## config.mk

```make
export PLATFORM = sky130hd
export DESIGN_NAME = spi_nor_flash_command_sequencer
export DESIGN_NICKNAME = d
export VERILOG_FILES = /design/src/design/snfcs_pkg.sv /design/src/design/snfcs_core.sv /design/src/design/snfcs_emit.sv /design/src/design/spi_nor_flash_command_sequencer.sv
export SDC_FILE = /design/constraint.sdc
export NUM_CORES = 1
export LEC_CHECK = 0
export ABC_AREA = 1
export BUFFER_PORTS_ARGS = -buffer_cell sky130_fd_sc_hd__buf_2
export CAP_MARGIN = 10
export CORE_MARGIN = 2
export CORE_UTILIZATION = 40
export CTS_CLUSTER_DIAMETER = 150
export DETAILED_ROUTE_END_ITERATION = 8
export GPL_ROUTABILITY_DRIVEN = 1
export GPL_TIMING_DRIVEN = 1
export PLACE_DENSITY = 0.56
export SETUP_SLACK_MARGIN = 0.15
export SYNTH_ARGS = -nofsm -noshare
export SYNTH_HDL_FRONTEND = slang
export SYNTH_SLANG_ARGS = --single-unit
export TNS_END_PERCENT = 100
```

## constraint.sdc

```tcl
create_clock -name clk -period 10.46 [get_ports clk]
set_input_delay 2.092 -clock clk [delete_from_list [all_inputs] [get_ports clk]]
set_output_delay 2.092 -clock clk [all_outputs]
set_load 0.01 [all_outputs]
```

## src/design/snfcs_pkg.sv

```systemverilog
// shared types, command codes and flash opcode bytes for the spi nor command sequencer
package snfcs_pkg;

  localparam int PAGE_BYTES_DEF   = 256;
  localparam int ADDRESS_BITS_DEF = 24;

  localparam int MAX_RES = 6;
  localparam int CNT_W   = 3;

  typedef enum logic [2:0] {
    OP_READ_ID     = 3'd0,
    OP_POWER_DOWN  = 3'd1,
    OP_RELEASE     = 3'd2,
    OP_ERASE       = 3'd3,
    OP_PROG_START  = 3'd4,
    OP_PROG_BYTE   = 3'd5,
    OP_READ_START  = 3'd6,
    OP_REPLY       = 3'd7
  } op_t;

  localparam logic [7:0] CMD_WREN    = 8'h06;
  localparam logic [7:0] CMD_PROGRAM = 8'h02;
  localparam logic [7:0] CMD_ERASE   = 8'h20;
  localparam logic [7:0] CMD_STATUS  = 8'h05;
  localparam logic [7:0] CMD_JEDEC   = 8'h9F;
  localparam logic [7:0] CMD_PWRDN   = 8'hB9;
  localparam logic [7:0] CMD_WAKE    = 8'hAB;
  localparam logic [7:0] CMD_READ    = 8'h03;
  localparam logic [7:0] DUMMY_BYTE  = 8'hFF;

  typedef struct packed {
    logic       tx_valid;
    logic [7:0] tx_byte;
    logic       reply_wanted;
    logic       release_cs;
    logic       rx_valid;
    logic [7:0] rx_byte;
    logic       done_res;
    logic       error;
    logic       last;
  } res_t;

  typedef res_t [MAX_RES-1:0] burst_t;

  function automatic res_t mk_res(input logic txv, input logic [7:0] tx, input logic rep,
                                  input logic rel, input logic rxv, input logic [7:0] rx,
                                  input logic done);
    res_t r;
    r.tx_valid     = txv;
    r.tx_byte      = txv ? tx : 8'h00;
    r.reply_wanted = rep;
    r.release_cs   = rel;
    r.rx_valid     = rxv;
    r.rx_byte      = rxv ? rx : 8'h00;
    r.done_res     = done;
    r.error        = 1'b0;
    r.last         = 1'b0;
    return r;
  endfunction

endpackage

```

## src/design/snfcs_core.sv

```systemverilog
// command decode and sequencer state: turns one held command into a burst of results
module snfcs_core import snfcs_pkg::*; #(
  parameter int PAGE_BYTES   = PAGE_BYTES_DEF,
  parameter int ADDRESS_BITS = ADDRESS_BITS_DEF
) (
  input  logic             clk,
  input  logic             rst_n,
  input  logic             go_i,
  input  op_t              op_i,
  input  logic [23:0]      addr_i,
  input  logic [23:0]      len_i,
  input  logic [7:0]       byte_i,
  output burst_t           burst_o,
  output logic [CNT_W-1:0] count_o
);

  localparam int FA_W = (ADDRESS_BITS < 24) ? ADDRESS_BITS : 24;
  localparam int PO_W = $clog2(PAGE_BYTES);
  localparam int PG_W = PO_W + 1;
  localparam logic [PG_W-1:0] PAGE_SPAN = PG_W'(PAGE_BYTES);

  typedef enum logic [2:0] {
    PH_IDLE, PH_ID, PH_PROG, PH_READ, PH_POLL_CMD, PH_POLL_STAT
  } phase_t;

  localparam logic [1:0] AP_NONE  = 2'd0;
  localparam logic [1:0] AP_ERASE = 2'd1;
  localparam logic [1:0] AP_PROG  = 2'd2;

  phase_t          phase_r, phase_nxt;
  logic [FA_W-1:0] fa_r, fa_nxt;
  logic [23:0]     bl_r, bl_nxt;
  logic [PG_W-1:0] pl_r, pl_nxt;
  logic [1:0]      ap_r, ap_nxt;
  logic [1:0]      id_r, id_nxt;

  logic [FA_W-1:0] addr_m;
  logic [FA_W-1:0] chunk_fa;
  logic [23:0]     chunk_bl;
  logic [23:0]     chunk_a;
  logic [23:0]     addr_b;
  logic [PG_W-1:0] space;
  logic [PG_W-1:0] chunk_pl;
  logic [23:0]     bl_dec;
  logic [PG_W-1:0] pl_dec;
  logic [1:0]      id_dec;
  burst_t          ent;
  logic [CNT_W-1:0] n;
  logic             err;

  assign addr_m   = addr_i[FA_W-1:0];
  assign addr_b   = 24'(addr_m);
  // a fresh program starts from the command fields, a later chunk from the running state
  assign chunk_fa = (phase_r == PH_IDLE) ? addr_m : fa_r;
  assign chunk_bl = (phase_r == PH_IDLE) ? len_i : bl_r;
  assign chunk_a  = 24'(chunk_fa);
  assign space    = PAGE_SPAN - {1'b0, chunk_fa[PO_W-1:0]};
  assign chunk_pl = (chunk_bl < 24'(space)) ? chunk_bl[PG_W-1:0] : space;
  assign bl_dec   = bl_r - 24'd1;
  assign pl_dec   = pl_r - PG_W'(1);
  assign id_dec   = id_r - 2'd1;

  always_comb begin
    phase_nxt = phase_r;
    fa_nxt    = fa_r;
    bl_nxt    = bl_r;
    pl_nxt    = pl_r;
    ap_nxt    = ap_r;
    id_nxt    = id_r;
    ent       = '0;
    n         = CNT_W'(1);
    err       = 1'b0;
    unique case (phase_r)
      PH_IDLE: begin
        unique case (op_i)
          OP_READ_ID: begin
            ent[0] = mk_res(1'b1, CMD_JEDEC, 1'b0, 1'b0, 1'b0, 8'h00, 1'b0);
            ent[1] = mk_res(1'b1, DUMMY_BYTE, 1'b1, 1'b0, 1'b0, 8'h00, 1'b0);
            ent[2] = mk_res(1'b1, DUMMY_BYTE, 1'b1, 1'b0, 1'b0, 8'h00, 1'b0);
            ent[3] = mk_res(1'b1, DUMMY_BYTE, 1'b1, 1'b1, 1'b0, 8'h00, 1'b0);
            n         = CNT_W'(4);
            id_nxt    = 2'd3;
            phase_nxt = PH_ID;
          end
          OP_POWER_DOWN: begin
            ent[0] = mk_res(1'b1, CMD_PWRDN, 1'b0, 1'b1, 1'b0, 8'h00, 1'b1);
          end
          OP_RELEASE: begin
            ent[0] = mk_res(1'b1, CMD_WAKE, 1'b0, 1'b1, 1'b0, 8'h00, 1'b1);
          end
          OP_ERASE: begin
            ent[0] = mk_res(1'b1, CMD_WREN, 1'b0, 1'b1, 1'b0, 8'h00, 1'b0);
            ent[1] = mk_res(1'b1, CMD_ERASE, 1'b0, 1'b0, 1'b0, 8'h00, 1'b0);
            ent[2] = mk_res(1'b1, addr_b[23:16], 1'b0, 1'b0, 1'b0, 8'h00, 1'b0);
            ent[3] = mk_res(1'b1, addr_b[15:8], 1'b0, 1'b0, 1'b0, 8'h00, 1'b0);
            ent[4] = mk_res(1'b1, addr_b[7:0], 1'b0, 1'b1, 1'b0, 8'h00, 1'b0);
            ent[5] = mk_res(1'b1, CMD_STATUS, 1'b1, 1'b0, 1'b0, 8'h00, 1'b0);
            n         = CNT_W'(6);
            fa_nxt    = addr_m;
            ap_nxt    = AP_ERASE;
            phase_nxt = PH_POLL_CMD;
          end
          OP_PROG_START: begin
            if (len_i == 24'd0) begin
              ent[0] = mk_res(1'b0, 8'h00, 1'b0, 1'b0, 1'b0, 8'h00, 1'b1);
            end else begin
              ent[0] = mk_res(1'b1, CMD_WREN, 1'b0, 1'b1, 1'b0, 8'h00, 1'b0);
              ent[1] = mk_res(1'b1, CMD_PROGRAM, 1'b0, 1'b0, 1'b0, 8'h00, 1'b0);
              ent[2] = mk_res(1'b1, chunk_a[23:16], 1'b0, 1'b0, 1'b0, 8'h00, 1'b0);
              ent[3] = mk_res(1'b1, chunk_a[15:8], 1'b0, 1'b0, 1'b0, 8'h00, 1'b0);
              ent[4] = mk_res(1'b1, chunk_a[7:0], 1'b0, 1'b0, 1'b0, 8'h00, 1'b0);
              n         = CNT_W'(5);
              fa_nxt    = addr_m;
              bl_nxt    = len_i;
              pl_nxt    = chunk_pl;
              phase_nxt = PH_PROG;
            end
          end
          OP_READ_START: begin
            ent[0] = mk_res(1'b1, CMD_READ, 1'b0, 1'b0, 1'b0, 8'h00, 1'b0);
            ent[1] = mk_res(1'b1, addr_b[23:16], 1'b0, 1'b0, 1'b0, 8'h00, 1'b0);
            ent[2] = mk_res(1'b1, addr_b[15:8], 1'b0, 1'b0, 1'b0, 8'h00, 1'b0);
            fa_nxt = addr_m;
            if (len_i == 24'd0) begin
              ent[3] = mk_res(1'b1, addr_b[7:0], 1'b0, 1'b1, 1'b0, 8'h00, 1'b1);
              n      = CNT_W'(4);
            end else begin
              ent[3] = mk_res(1'b1, addr_b[7:0], 1'b0, 1'b0, 1'b0, 8'h00, 1'b0);
              ent[4] = mk_res(1'b1, DUMMY_BYTE, 1'b1, 1'b0, 1'b0, 8'h00, 1'b0);
              n         = CNT_W'(5);
              bl_nxt    = len_i;
              phase_nxt = PH_READ;
            end
          end
          default: err = 1'b1;
        endcase
      end
      PH_ID: begin
        if (op_i == OP_REPLY) begin
          id_nxt = id_dec;
          ent[0] = mk_res(1'b0, 8'h00, 1'b0, 1'b0, 1'b1, byte_i, id_dec == 2'd0);
          if (id_dec == 2'd0) phase_nxt = PH_IDLE;
        end else begin
          err = 1'b1;
        end
      end
      PH_READ: begin
        if (op_i == OP_REPLY) begin
          bl_nxt = bl_dec;
          fa_nxt = fa_r + FA_W'(1);
          if (bl_dec == 24'd0) begin
            ent[0]    = mk_res(1'b0, 8'h00, 1'b0, 1'b1, 1'b1, byte_i, 1'b1);
            phase_nxt = PH_IDLE;
          end else begin
            ent[0] = mk_res(1'b0, 8'h00, 1'b0, 1'b0, 1'b1, byte_i, 1'b0);
            ent[1] = mk_res(1'b1, DUMMY_BYTE, 1'b1, 1'b0, 1'b0, 8'h00, 1'b0);
            n      = CNT_W'(2);
          end
        end else begin
          err = 1'b1;
        end
      end
      PH_PROG: begin
        if (op_i == OP_PROG_BYTE) begin
          fa_nxt = fa_r + FA_W'(1);
          bl_nxt = bl_dec;
          pl_nxt = pl_dec;
          if (pl_dec == '0) begin
            ent[0]    = mk_res(1'b1, byte_i, 1'b0, 1'b1, 1'b0, 8'h00, 1'b0);
            ent[1]    = mk_res(1'b1, CMD_STATUS, 1'b1, 1'b0, 1'b0, 8'h00, 1'b0);
            n         = CNT_W'(2);
            ap_nxt    = AP_PROG;
            phase_nxt = PH_POLL_CMD;
          end else begin
            ent[0] = mk_res(1'b1, byte_i, 1'b0, 1'b0, 1'b0, 8'h00, 1'b0);
          end
        end else begin
          err = 1'b1;
        end
      end
      PH_POLL_CMD: begin
        // the byte clocked in during the status opcode is a dummy
        if (op_i == OP_REPLY) begin
          ent[0]    = mk_res(1'b1, DUMMY_BYTE, 1'b1, 1'b0, 1'b0, 8'h00, 1'b0);
          phase_nxt = PH_POLL_STAT;
        end else begin
          err = 1'b1;
        end
      end
      PH_POLL_STAT: begin
        if (op_i != OP_REPLY) begin
          err = 1'b1;
        end else if (byte_i[0]) begin
          ent[0] = mk_res(1'b1, DUMMY_BYTE, 1'b1, 1'b0, 1'b0, 8'h00, 1'b0);
        end else if (ap_r == AP_PROG && bl_r != 24'd0) begin
          // busy cleared mid program: next page chunk
          ent[0] = mk_res(1'b0, 8'h00, 1'b0, 1'b1, 1'b0, 8'h00, 1'b0);
          ent[1] = mk_res(1'b1, CMD_WREN, 1'b0, 1'b1, 1'b0, 8'h00, 1'b0);
          ent[2] = mk_res(1'b1, CMD_PROGRAM, 1'b0, 1'b0, 1'b0, 8'h00, 1'b0);
          ent[3] = mk_res(1'b1, chunk_a[23:16], 1'b0, 1'b0, 1'b0, 8'h00, 1'b0);
          ent[4] = mk_res(1'b1, chunk_a[15:8], 1'b0, 1'b0, 1'b0, 8'h00, 1'b0);
          ent[5] = mk_res(1'b1, chunk_a[7:0], 1'b0, 1'b0, 1'b0, 8'h00, 1'b0);
          n         = CNT_W'(6);
          pl_nxt    = chunk_pl;
          phase_nxt = PH_PROG;
        end else begin
          ent[0]    = mk_res(1'b0, 8'h00, 1'b0, 1'b1, 1'b0, 8'h00, 1'b1);
          ap_nxt    = AP_NONE;
          phase_nxt = PH_IDLE;
        end
      end
      default: err = 1'b1;
    endcase
    if (err) begin
      ent          = '0;
      ent[0].error = 1'b1;
      n            = CNT_W'(1);
      phase_nxt    = phase_r;
      fa_nxt       = fa_r;
      bl_nxt       = bl_r;
      pl_nxt       = pl_r;
      ap_nxt       = ap_r;
      id_nxt       = id_r;
    end
    for (int i = 0; i < MAX_RES; i++) begin
      ent[i].last = (CNT_W'(i) == n - CNT_W'(1));
    end
  end

  assign burst_o = ent;
  assign count_o = n;

  always_ff @(posedge clk) begin
    if (!rst_n) begin
      phase_r <= PH_IDLE;
      fa_r    <= '0;
      bl_r    <= '0;
      pl_r    <= '0;
      ap_r    <= AP_NONE;
      id_r    <= '0;
    end else if (go_i) begin
      phase_r <= phase_nxt;
      fa_r    <= fa_nxt;
      bl_r    <= bl_nxt;
      pl_r    <= pl_nxt;
      ap_r    <= ap_nxt;
      id_r    <= id_nxt;
    end
  end

  a_id_pending: assert property (@(posedge clk) disable iff (!rst_n)
    phase_r == PH_ID |-> id_r != 2'd0)
    else $error("id phase with no id bytes pending");

  a_read_pending: assert property (@(posedge clk) disable iff (!rst_n)
    phase_r == PH_READ |-> bl_r != 24'd0)
    else $error("read phase with no bytes left");

  a_page_pending: assert property (@(posedge clk) disable iff (!rst_n)
    phase_r == PH_PROG |-> (pl_r != '0 && {{(24-PG_W){1'b0}}, pl_r} <= bl_r))
    else $error("program chunk count out of range");

  a_poll_owner: assert property (@(posedge clk) disable iff (!rst_n)
    (phase_r == PH_POLL_CMD || phase_r == PH_POLL_STAT) |-> ap_r != AP_NONE)
    else $error("busy poll without a pending command");

endmodule

```

## src/design/snfcs_emit.sv

```systemverilog
// result buffer: holds one burst, emits one transaction per ready cycle
module snfcs_emit import snfcs_pkg::*; (
  input  logic             clk,
  input  logic             rst_n,
  input  logic             load_i,
  input  burst_t           burst_i,
  input  logic [CNT_W-1:0] count_i,
  output logic             can_load_o,
  output logic             out_valid,
  input  logic             out_ready,
  output res_t             res_o
);

  burst_t           ent_r;
  logic [CNT_W-1:0] cnt_r;
  logic             take;

  assign out_valid  = (cnt_r != '0);
  assign take       = out_valid && out_ready;
  // free now, or the final entry leaves this cycle
  assign can_load_o = (cnt_r == '0) || (take && cnt_r == CNT_W'(1));
  assign res_o      = ent_r[0];

  always_ff @(posedge clk) begin
    if (!rst_n) begin
      cnt_r <= '0;
    end else if (load_i) begin
      cnt_r <= count_i;
    end else if (take) begin
      cnt_r <= cnt_r - CNT_W'(1);
    end
  end

  always_ff @(posedge clk) begin
    if (load_i) begin
      ent_r <= burst_i;
    end else if (take) begin
      for (int i = 0; i < MAX_RES - 1; i++) begin
        ent_r[i] <= ent_r[i+1];
      end
      ent_r[MAX_RES-1] <= '0;
    end
  end

  a_cnt_range: assert property (@(posedge clk) disable iff (!rst_n)
    cnt_r <= CNT_W'(MAX_RES))
    else $error("result count beyond burst depth");

  a_last_at_end: assert property (@(posedge clk) disable iff (!rst_n)
    out_valid |-> (res_o.last == (cnt_r == CNT_W'(1))))
    else $error("last flag not on the final result of a burst");

  a_error_alone: assert property (@(posedge clk) disable iff (!rst_n)
    out_valid && res_o.error |-> (!res_o.tx_valid && !res_o.rx_valid && res_o.last))
    else $error("error result carries data");

endmodule

```

## src/design/spi_nor_flash_command_sequencer.sv

```systemverilog
// top level of the spi nor flash command sequencer
//
//  channel | signals                                         | direction
//  --------+-------------------------------------------------+----------
//  in_     | valid/ready, opcode, address, length, byte_value | to block
//  out_    | valid/ready, tx_valid .. last (one result each)  | from block
//
// a command is held in the input register until the result buffer can take it, decoded
// combinationally into a burst of 1 to 6 results, and the burst leaves at one transaction
// per cycle while out_ready is high; the input register takes the next command meanwhile
// the next command is decoded in the cycle the last result of a burst is taken
// a stall on out_ready holds the buffer and, once the input register is full, in_ready
// synchronous active-low reset returns the sequencer to idle with nothing buffered
// PAGE_BYTES must be a power of two
module spi_nor_flash_command_sequencer import snfcs_pkg::*; #(
  parameter int PAGE_BYTES   = PAGE_BYTES_DEF,
  parameter int ADDRESS_BITS = ADDRESS_BITS_DEF
) (
  input  logic        clk,
  input  logic        rst_n,
  input  logic        in_valid,
  output logic        in_ready,
  input  logic [2:0]  in_opcode,
  input  logic [23:0] in_address,
  input  logic [23:0] in_length,
  input  logic [7:0]  in_byte_value,
  output logic        out_valid,
  input  logic        out_ready,
  output logic        out_tx_valid,
  output logic [7:0]  out_tx_byte,
  output logic        out_reply_wanted,
  output logic        out_release_cs,
  output logic        out_rx_valid,
  output logic [7:0]  out_rx_byte,
  output logic        out_done_res,
  output logic        out_error,
  output logic        out_last
);

  logic             hold_v_r;
  op_t              op_r;
  logic [23:0]      addr_r;
  logic [23:0]      len_r;
  logic [7:0]       byte_r;
  logic             can_load;
  logic             load;
  burst_t           burst;
  logic [CNT_W-1:0] count;
  res_t             res;

  assign load     = hold_v_r && can_load;
  assign in_ready = !hold_v_r || load;

  always_ff @(posedge clk) begin
    if (!rst_n) begin
      hold_v_r <= 1'b0;
    end else if (in_valid && in_ready) begin
      hold_v_r <= 1'b1;
    end else if (load) begin
      hold_v_r <= 1'b0;
    end
  end

  always_ff @(posedge clk) begin
    if (in_valid && in_ready) begin
      op_r   <= op_t'(in_opcode);
      addr_r <= in_address;
      len_r  <= in_length;
      byte_r <= in_byte_value;
    end
  end

  snfcs_core #(
    .PAGE_BYTES   (PAGE_BYTES),
    .ADDRESS_BITS (ADDRESS_BITS)
  ) u_core (
    .clk     (clk),
    .rst_n   (rst_n),
    .go_i    (load),
    .op_i    (op_r),
    .addr_i  (addr_r),
    .len_i   (len_r),
    .byte_i  (byte_r),
    .burst_o (burst),
    .count_o (count)
  );

  snfcs_emit u_emit (
    .clk        (clk),
    .rst_n      (rst_n),
    .load_i     (load),
    .burst_i    (burst),
    .count_i    (count),
    .can_load_o (can_load),
    .out_valid  (out_valid),
    .out_ready  (out_ready),
    .res_o      (res)
  );

  assign out_tx_valid     = res.tx_valid;
  assign out_tx_byte      = res.tx_byte;
  assign out_reply_wanted = res.reply_wanted;
  assign out_release_cs   = res.release_cs;
  assign out_rx_valid     = res.rx_valid;
  assign out_rx_byte      = res.rx_byte;
  assign out_done_res     = res.done_res;
  assign out_error        = res.error;
  assign out_last         = res.last;

endmodule

```

Word-level counts from Yosys, hierarchy flattened
Cells that the tools add are included.
{"block": "totals", "reg_bits": 265, "inputBits": 63, "word_cells": 241}
{"block": "op_classes", "n_addsub": 7, "n_lt_le_gt_ge": 1, "eq_ne": 40, "n_mux": 92, "bitwise": 1, "reduce_logical": 34}
{"operator": "$mux 138", "count": 4}
{"operator": "$pmux 23 s6", "count": 2}
{"operator": "$pmux 69 s4", "count": 1}
{"operator": "$mux 115", "count": 2}
{"operator": "$mux 24", "count": 9}
{"operator": "$pmux 92 s2", "count": 1}
{"operator": "$mux 23", "count": 7}
{"operator": "$pmux 24 s3", "count": 2}
{"operator": "$mux 46", "count": 2}
{"operator": "$mux 92", "count": 1}
{"operator": "$pmux 23 s4", "count": 1}
{"operator": "$pmux 23 s3", "count": 1}
{"operator": "$mux 3", "count": 21}
{"operator": "$mux 9", "count": 7}
{"operator": "$logic_not 24->1", "count": 2}
{"operator": "$pmux 24 s2", "count": 1}
{"operator": "$mux 13", "count": 3}
{"operator": "$pmux 3 s4", "count": 3}
{"operator": "$pmux 9 s3", "count": 1}
{"operator": "$add 24x1->24 const B", "count": 1}
{"operator": "$lt 24x9->1", "count": 1}
{"operator": "$reduce_bool 24->1", "count": 1}
{"operator": "$sub 24x1->24 const B", "count": 1}
{"operator": "$mux 2", "count": 11}
{"operator": "other kinds (38)", "count": 89}

Longest topological paths before layout
{"block": "depth", "ltp_word": 10, "ltp_mapped": 22, "mapped_depth_nobuf": 21}

Hierarchy
A second synthesis with hierarchy kept.
{"block": "unflattened", "cells_unflattened": 1900, "hier_area_um2": 15165.8}
{"mod": "snfcs_core", "instances": 1, "cells_per_inst": 1217, "area_each_um2": 7091.8, "seq_area_each_um2": 1281.2}
{"mod": "snfcs_emit", "instances": 1, "cells_per_inst": 615, "area_each_um2": 6243.5, "seq_area_each_um2": 4204.0}
{"mod": "spi_nor_flash_command_sequencer", "instances": 1, "cells_per_inst": 68, "area_each_um2": 1830.5, "seq_area_each_um2": 1791.7}

Least setup slack after synthesis
Ideal clock, no wire load.
{"block": "synth_timing", "path_type": "input port to flip-flop", "startpoint": "input out_ready", "endpoint": "register u_emit.cnt_r[2]", "setup_time_ns": 0.228, "arrival_ns": 4.723, "required_ns": 10.232, "setup_slack_ns": 5.509, "stages": 7, "cell_sequence": "nand3b_1 -> nand2_1 -> nand2_1 -> clkbuf_1 -> nand2_1 -> o21ai_0 -> a31oi_1"}
{"block": "synth_via", "elab_chain_cells": 5}
{"item": "from (decl)", "line": "spi_nor_flash_command_sequencer.sv:28", "source": "input logic out_ready,"}
{"item": "$logic_and 1x1->1 (*)", "line": "snfcs_emit.sv:19", "source": "assign take = out_valid && out_ready;"}
{"item": "$logic_and 1x1->1", "line": "snfcs_emit.sv:21", "source": "assign can_load_o = (cnt_r == '0) || (take && cnt_r == CNT_W'(1));"}
{"item": "$logic_or 1x1->1", "line": "snfcs_emit.sv:21"}
{"item": "$logic_and 1x1->1", "line": "spi_nor_flash_command_sequencer.sv:51", "source": "assign load = hold_v_r && can_load;"}
{"item": "$mux 3 or $reduce_bool 2->1 (tied branches)"}
{"item": "to (signal assigned)", "line": "snfcs_emit.sv:28", "source": "cnt_r <= count_i;"}
{"item": "to (signal assigned)", "line": "snfcs_emit.sv:30", "source": "cnt_r <= cnt_r - CNT_W'(1);"}
{"item": "to (decl)", "line": "snfcs_emit.sv:15", "source": "logic [CNT_W-1:0] cnt_r;"}
Every way passes the cells marked *; elsewhere a longest branch is shown, timed or not.
A chain may end at the register's enable or synchronous reset.

Worst setup path in the final report
{"block": "layout_timing", "startpoint": "input out_ready", "endpoint": "register u_core.fa_r[8]"}
{"block": "layout_via", "elab_chain_cells": 5}
{"item": "$logic_and 1x1->1", "line": "snfcs_emit.sv:19"}
{"item": "$logic_and 1x1->1", "line": "snfcs_emit.sv:21"}
{"item": "$logic_or 1x1->1", "line": "snfcs_emit.sv:21"}
{"item": "$logic_and 1x1->1", "line": "spi_nor_flash_command_sequencer.sv:51"}
{"item": "$reduce_and 7->1 (no line)"}
{"item": "to (signal assigned)", "line": "snfcs_core.sv:243", "source": "fa_r <= fa_nxt;"}
{"item": "to (decl)", "line": "snfcs_core.sv:31", "source": "logic [FA_W-1:0] fa_r, fa_nxt;"}
Every way passes these cells.

==> out/qor.txt <==
Total global routing track utilization: 21.52%
Overall power after layout: 3.790 mW
Unrepaired setup endpoints after global routing: no
Most instantiated flip-flop cell in the synthesis netlist: sky130_fd_sc_hd__edfxtp_1
Fill count: 2995
Total met3 wirelength after detailed routing: 2.015 mm
Post-Route Skew: 0.01639 ns
Buffer levels on the longest clock path: 3
Worst hold slack: 0.4642 ns
Synth Area per Inst: 7.802 um2
WHS Path Cells: 2
Post-layout utilization of the core: 45.54%
Maximum number of pins on one net before global-route repair: 88
Share of the clock period used by the worst path: 48.41%
Top library cells by usage in the layout, fill and taps aside: sky130_fd_sc_hd__nand2_1 (423), sky130_fd_sc_hd__inv_1 (155), sky130_fd_sc_hd__nor2_1 (155)
Cell family contributing the most delay on the critical path: simple AND/OR/NAND/NOR gates
Area Overhead vs Synth: 11.79%
Width of the chip: 178.2 um
Detailed-route via count: 10680
Initial antenna violation count: 0
Worst Setup Start Kind: input pin
Placed wire-length estimate: 24.05 mm
Critical Path Max Stage Delay: 0.90 ns
Most frequent standard cell in the layout excluding fill and tap cells: sky130_fd_sc_hd__nand2_1
CORE AREA: 0.02980 mm2
Most common cell on crit path: sky130_fd_sc_hd__nor2_1
Via count normalized by instance count: 5.319
Worst hold start: u_core.ap_r[1]$_SDFFE_PN0P_
Crit path arrival time: 5.48 ns
Max rail drop VDD: 0.1708 mV
Required time reported for the critical path endpoint: 10.88 ns
Uppermost layer routed: met4
Final hold violation count: 0
Met1 wire length: 15.46 mm
Clk pin slew, worst setup/hold paths: 0.06 ns
Final setup TNS: 0 ns
Number of setup buffers added after CTS: 0
Sequential share of the synthesized area: 46.84%
Clock tree from TritonCTS: yes
Maximum clock rate: 197.5 MHz
Starting Density: 40.74%
Fraction of post-synthesis cell area in the top cell type by area: 35.62%
Final instance area: 0.01357 mm2
Proportion of layout cells with a drive suffix above 1: 11.37%
Least-Margin Pin Slew: 1.149 ns
Endpoint of the worst hold-timing path: u_core.ap_r[1]$_SDFFE_PN0P_
Die height: 178.2 um
Count of input and output buffers: 87
Cell with the largest stage delay on the worst path: sky130_fd_sc_hd__nand3_1
Leak: 5.848 nW
Largest fanout on the critical path: 75
Max Transition Viols Final: 0
Overall die area: 0.03176 mm2
Warnings from Yosys: 0
Sinks on Clock Net: 212
Power density cells: 279.3 mW/mm2
Time the final worst path needs with I/O delays and setup: 5.064 ns
Clock Tree Root: sky130_fd_sc_hd__clkbuf_16
Met2 wire length: 15.57 mm
Count of antenna-violating nets left after detailed routing: 0
Worst-path cell chain: buf_2, nand3b_1, nand2_1, nand2_2, buf_4, nor2_1, nand3_1, inv_2, o21ai_0, a22oi_1, nor2_1
Proportion of register bits with asynchronous set or reset after synthesis: 0%
Cells resized by post-CTS repair: 0
Run status: complete, no violations
Synth area leader: sky130_fd_sc_hd__edfxtp_1
Number of H-tree levels: 1
Flop2flop setup slack: 5.66 ns
Clock insertion delay at the later pin of the skew report: 0.54 ns
Critical path buffer and inverter count: 3
Capturing point of the worst reg2reg path: u_core.fa_r[8]$_SDFFE_PN0P_
Number of detailed-route iterations in the first pass: 6
Mapped Nets: 1638
Final antenna diode count: 0
Reported max-cap violation count: 0
Number of cells on the worst reg-to-reg path: 11
Global-route wire length before repair: 54.12 mm
Kind of capture point of the worst setup path: flip-flop
Number of buffers created by CTS: 25
Cell area after synthesis: 0.01214 mm2
Global placer's final weighted congestion: 0.8949
Cell area after placement: 0.01271 mm2
Relative slew slack: 23.38%
Distinct cell type count of the synthesized netlist: 50
Critical setup path kind: input pin to flip-flop
Number of failing setup endpoints in the final timing report: 0
#FFs+latches synth: 212
Cts-stage hold buffer count: 0
DRC viols: 0
Number of DRC markers after the initial detailed-route iteration: 950
Number of global-route vias before repair: 10040
Startpoint of the most critical register-to-register path: u_core.phase_r[1]$_SDFFE_PN0P_
Cell count after synthesis: 1556
Final Routed Wirelength: 34.12 mm
Top-level port count: 88
Std cell rows: 63
Worst hold-check path type: flip-flop to flip-flop
Average wire per cell in the routed design: 16.99 um
Cells taking the most area after synthesis: sky130_fd_sc_hd__edfxtp_1 (36%), sky130_fd_sc_hd__nand2_1 (13%), sky130_fd_sc_hd__dfxtp_1 (11%)
Nets: 1681
Count of flip-flops with a built-in enable after synthesis: 144
Leftover overflow at the end of global routing: 0
==> final cells by class <==
type	count	area [um2]	share of cell area [%]
Timing Repair Buffer	93	480.5	3.540
Inverter	170	638.1	4.702
Multi-Input combinational cell	1097	5418	39.92
Tap cell	390	488.0	3.596
Clock buffer	27	633.1	4.665
Sequential cell	212	5685	41.90
Clock inverter	19	227.7	1.678
==> synth_stat cells, types with 18 or more instances <==
library cell and count:
sky130_fd_sc_hd__nand2_1 425, sky130_fd_sc_hd__inv_1 156, sky130_fd_sc_hd__nor2_1 156, sky130_fd_sc_hd__edfxtp_1 144, sky130_fd_sc_hd__a21oi_1 110, sky130_fd_sc_hd__o21ai_0 92, sky130_fd_sc_hd__nand3_1 82, sky130_fd_sc_hd__dfxtp_1 68
sky130_fd_sc_hd__clkbuf_1 41, sky130_fd_sc_hd__o21ai_1 31, sky130_fd_sc_hd__buf_4 21, sky130_fd_sc_hd__ha_1 19, sky130_fd_sc_hd__xor2_1 18
==> worst reg2reg max path, cell delays in order (launching register included) <==
cell and delay (ns):
sky130_fd_sc_hd__dfxtp_1 0.45, sky130_fd_sc_hd__inv_2 0.12, sky130_fd_sc_hd__nand2_4 0.66, sky130_fd_sc_hd__inv_2 0.46
sky130_fd_sc_hd__nand3_1 0.22, sky130_fd_sc_hd__nand4_2 0.14, sky130_fd_sc_hd__nor2_1 0.65, sky130_fd_sc_hd__nand3_1 0.91
sky130_fd_sc_hd__inv_2 0.68, sky130_fd_sc_hd__o21ai_0 0.17, sky130_fd_sc_hd__a22oi_1 0.16, sky130_fd_sc_hd__nor2_1 0.05
==> per-layer routing <==
metal | up-vias | global-route usage [%]
li1 | 5308 | -
met1 | 4938 | 29.98
met2 | 368 | 35.08
met3 | 67 | 2.536
met4 | 0 | 6.673
met5 | - | 0
==> flip-flops by register name, summed over array words and instances (netlist names) <==
name            flops
u_core.bl_r        24
byte_r              8
op_r                3
u_emit.ent_r       62
u_core.ap_r         2
len_r              24
addr_r             24
hold_v_r            1
u_core.phase_r      3
u_emit.cnt_r        3
u_emit.res_o       23
u_core.fa_r        24
u_core.pl_r         9
u_core.id_r         2
==> report_power, final <==
group	internal, mW	switching, mW	leakage (nW)	total (mW)
sequential	1.25	0.126	1.95	1.37
combinational	0.459	1.03	3.48	1.49
clock	0.561	0.366	0.418	0.927
total	2.27	1.52	5.85	3.79
==> kinds of logic after synthesis <==
| group | after synthesis | synth area share [%] |
|---|---|---|
| multiplexers | 1 | 0.09276 |
| buffers and inverters | 247 | 8.637 |
| adder cells (fa/ha/maj) | 19 | 1.958 |
| flip-flops | 212 | 46.84 |
| XOR/XNOR | 27 | 1.948 |
| AND/OR/NAND/NOR | 731 | 25.33 |
| AO/OA/AOI/OAI | 319 | 15.19 |
==> worst max path at each step <==
stage | startpoint | to | cells after the start
after floorplan | out_ready | u_emit.cnt_r[2]$_SDFFE_PN0P_ | 7
after global placement | out_ready | u_core.fa_r[8]$_SDFFE_PN0P_ | 11
after detailed placement | out_ready | u_core.fa_r[8]$_SDFFE_PN0P_ | 11
after CTS | out_ready | u_core.fa_r[8]$_SDFFE_PN0P_ | 11
after global routing | out_ready | u_core.fa_r[8]$_SDFFE_PN0P_ | 11
final | out_ready | u_core.fa_r[8]$_SDFFE_PN0P_ | 11
==> stage by stage <==
step | cells | setup WS (ns)
final | 2008 | 5.396
after global routing | 2008 | 5.076
after CTS | 2008 | 5.449
after detailed placement | 1962 | 4.886
after global placement | 1962 | 5.003
after floorplan | 1556 | 5.509
(Power assumes the default switching activity.)
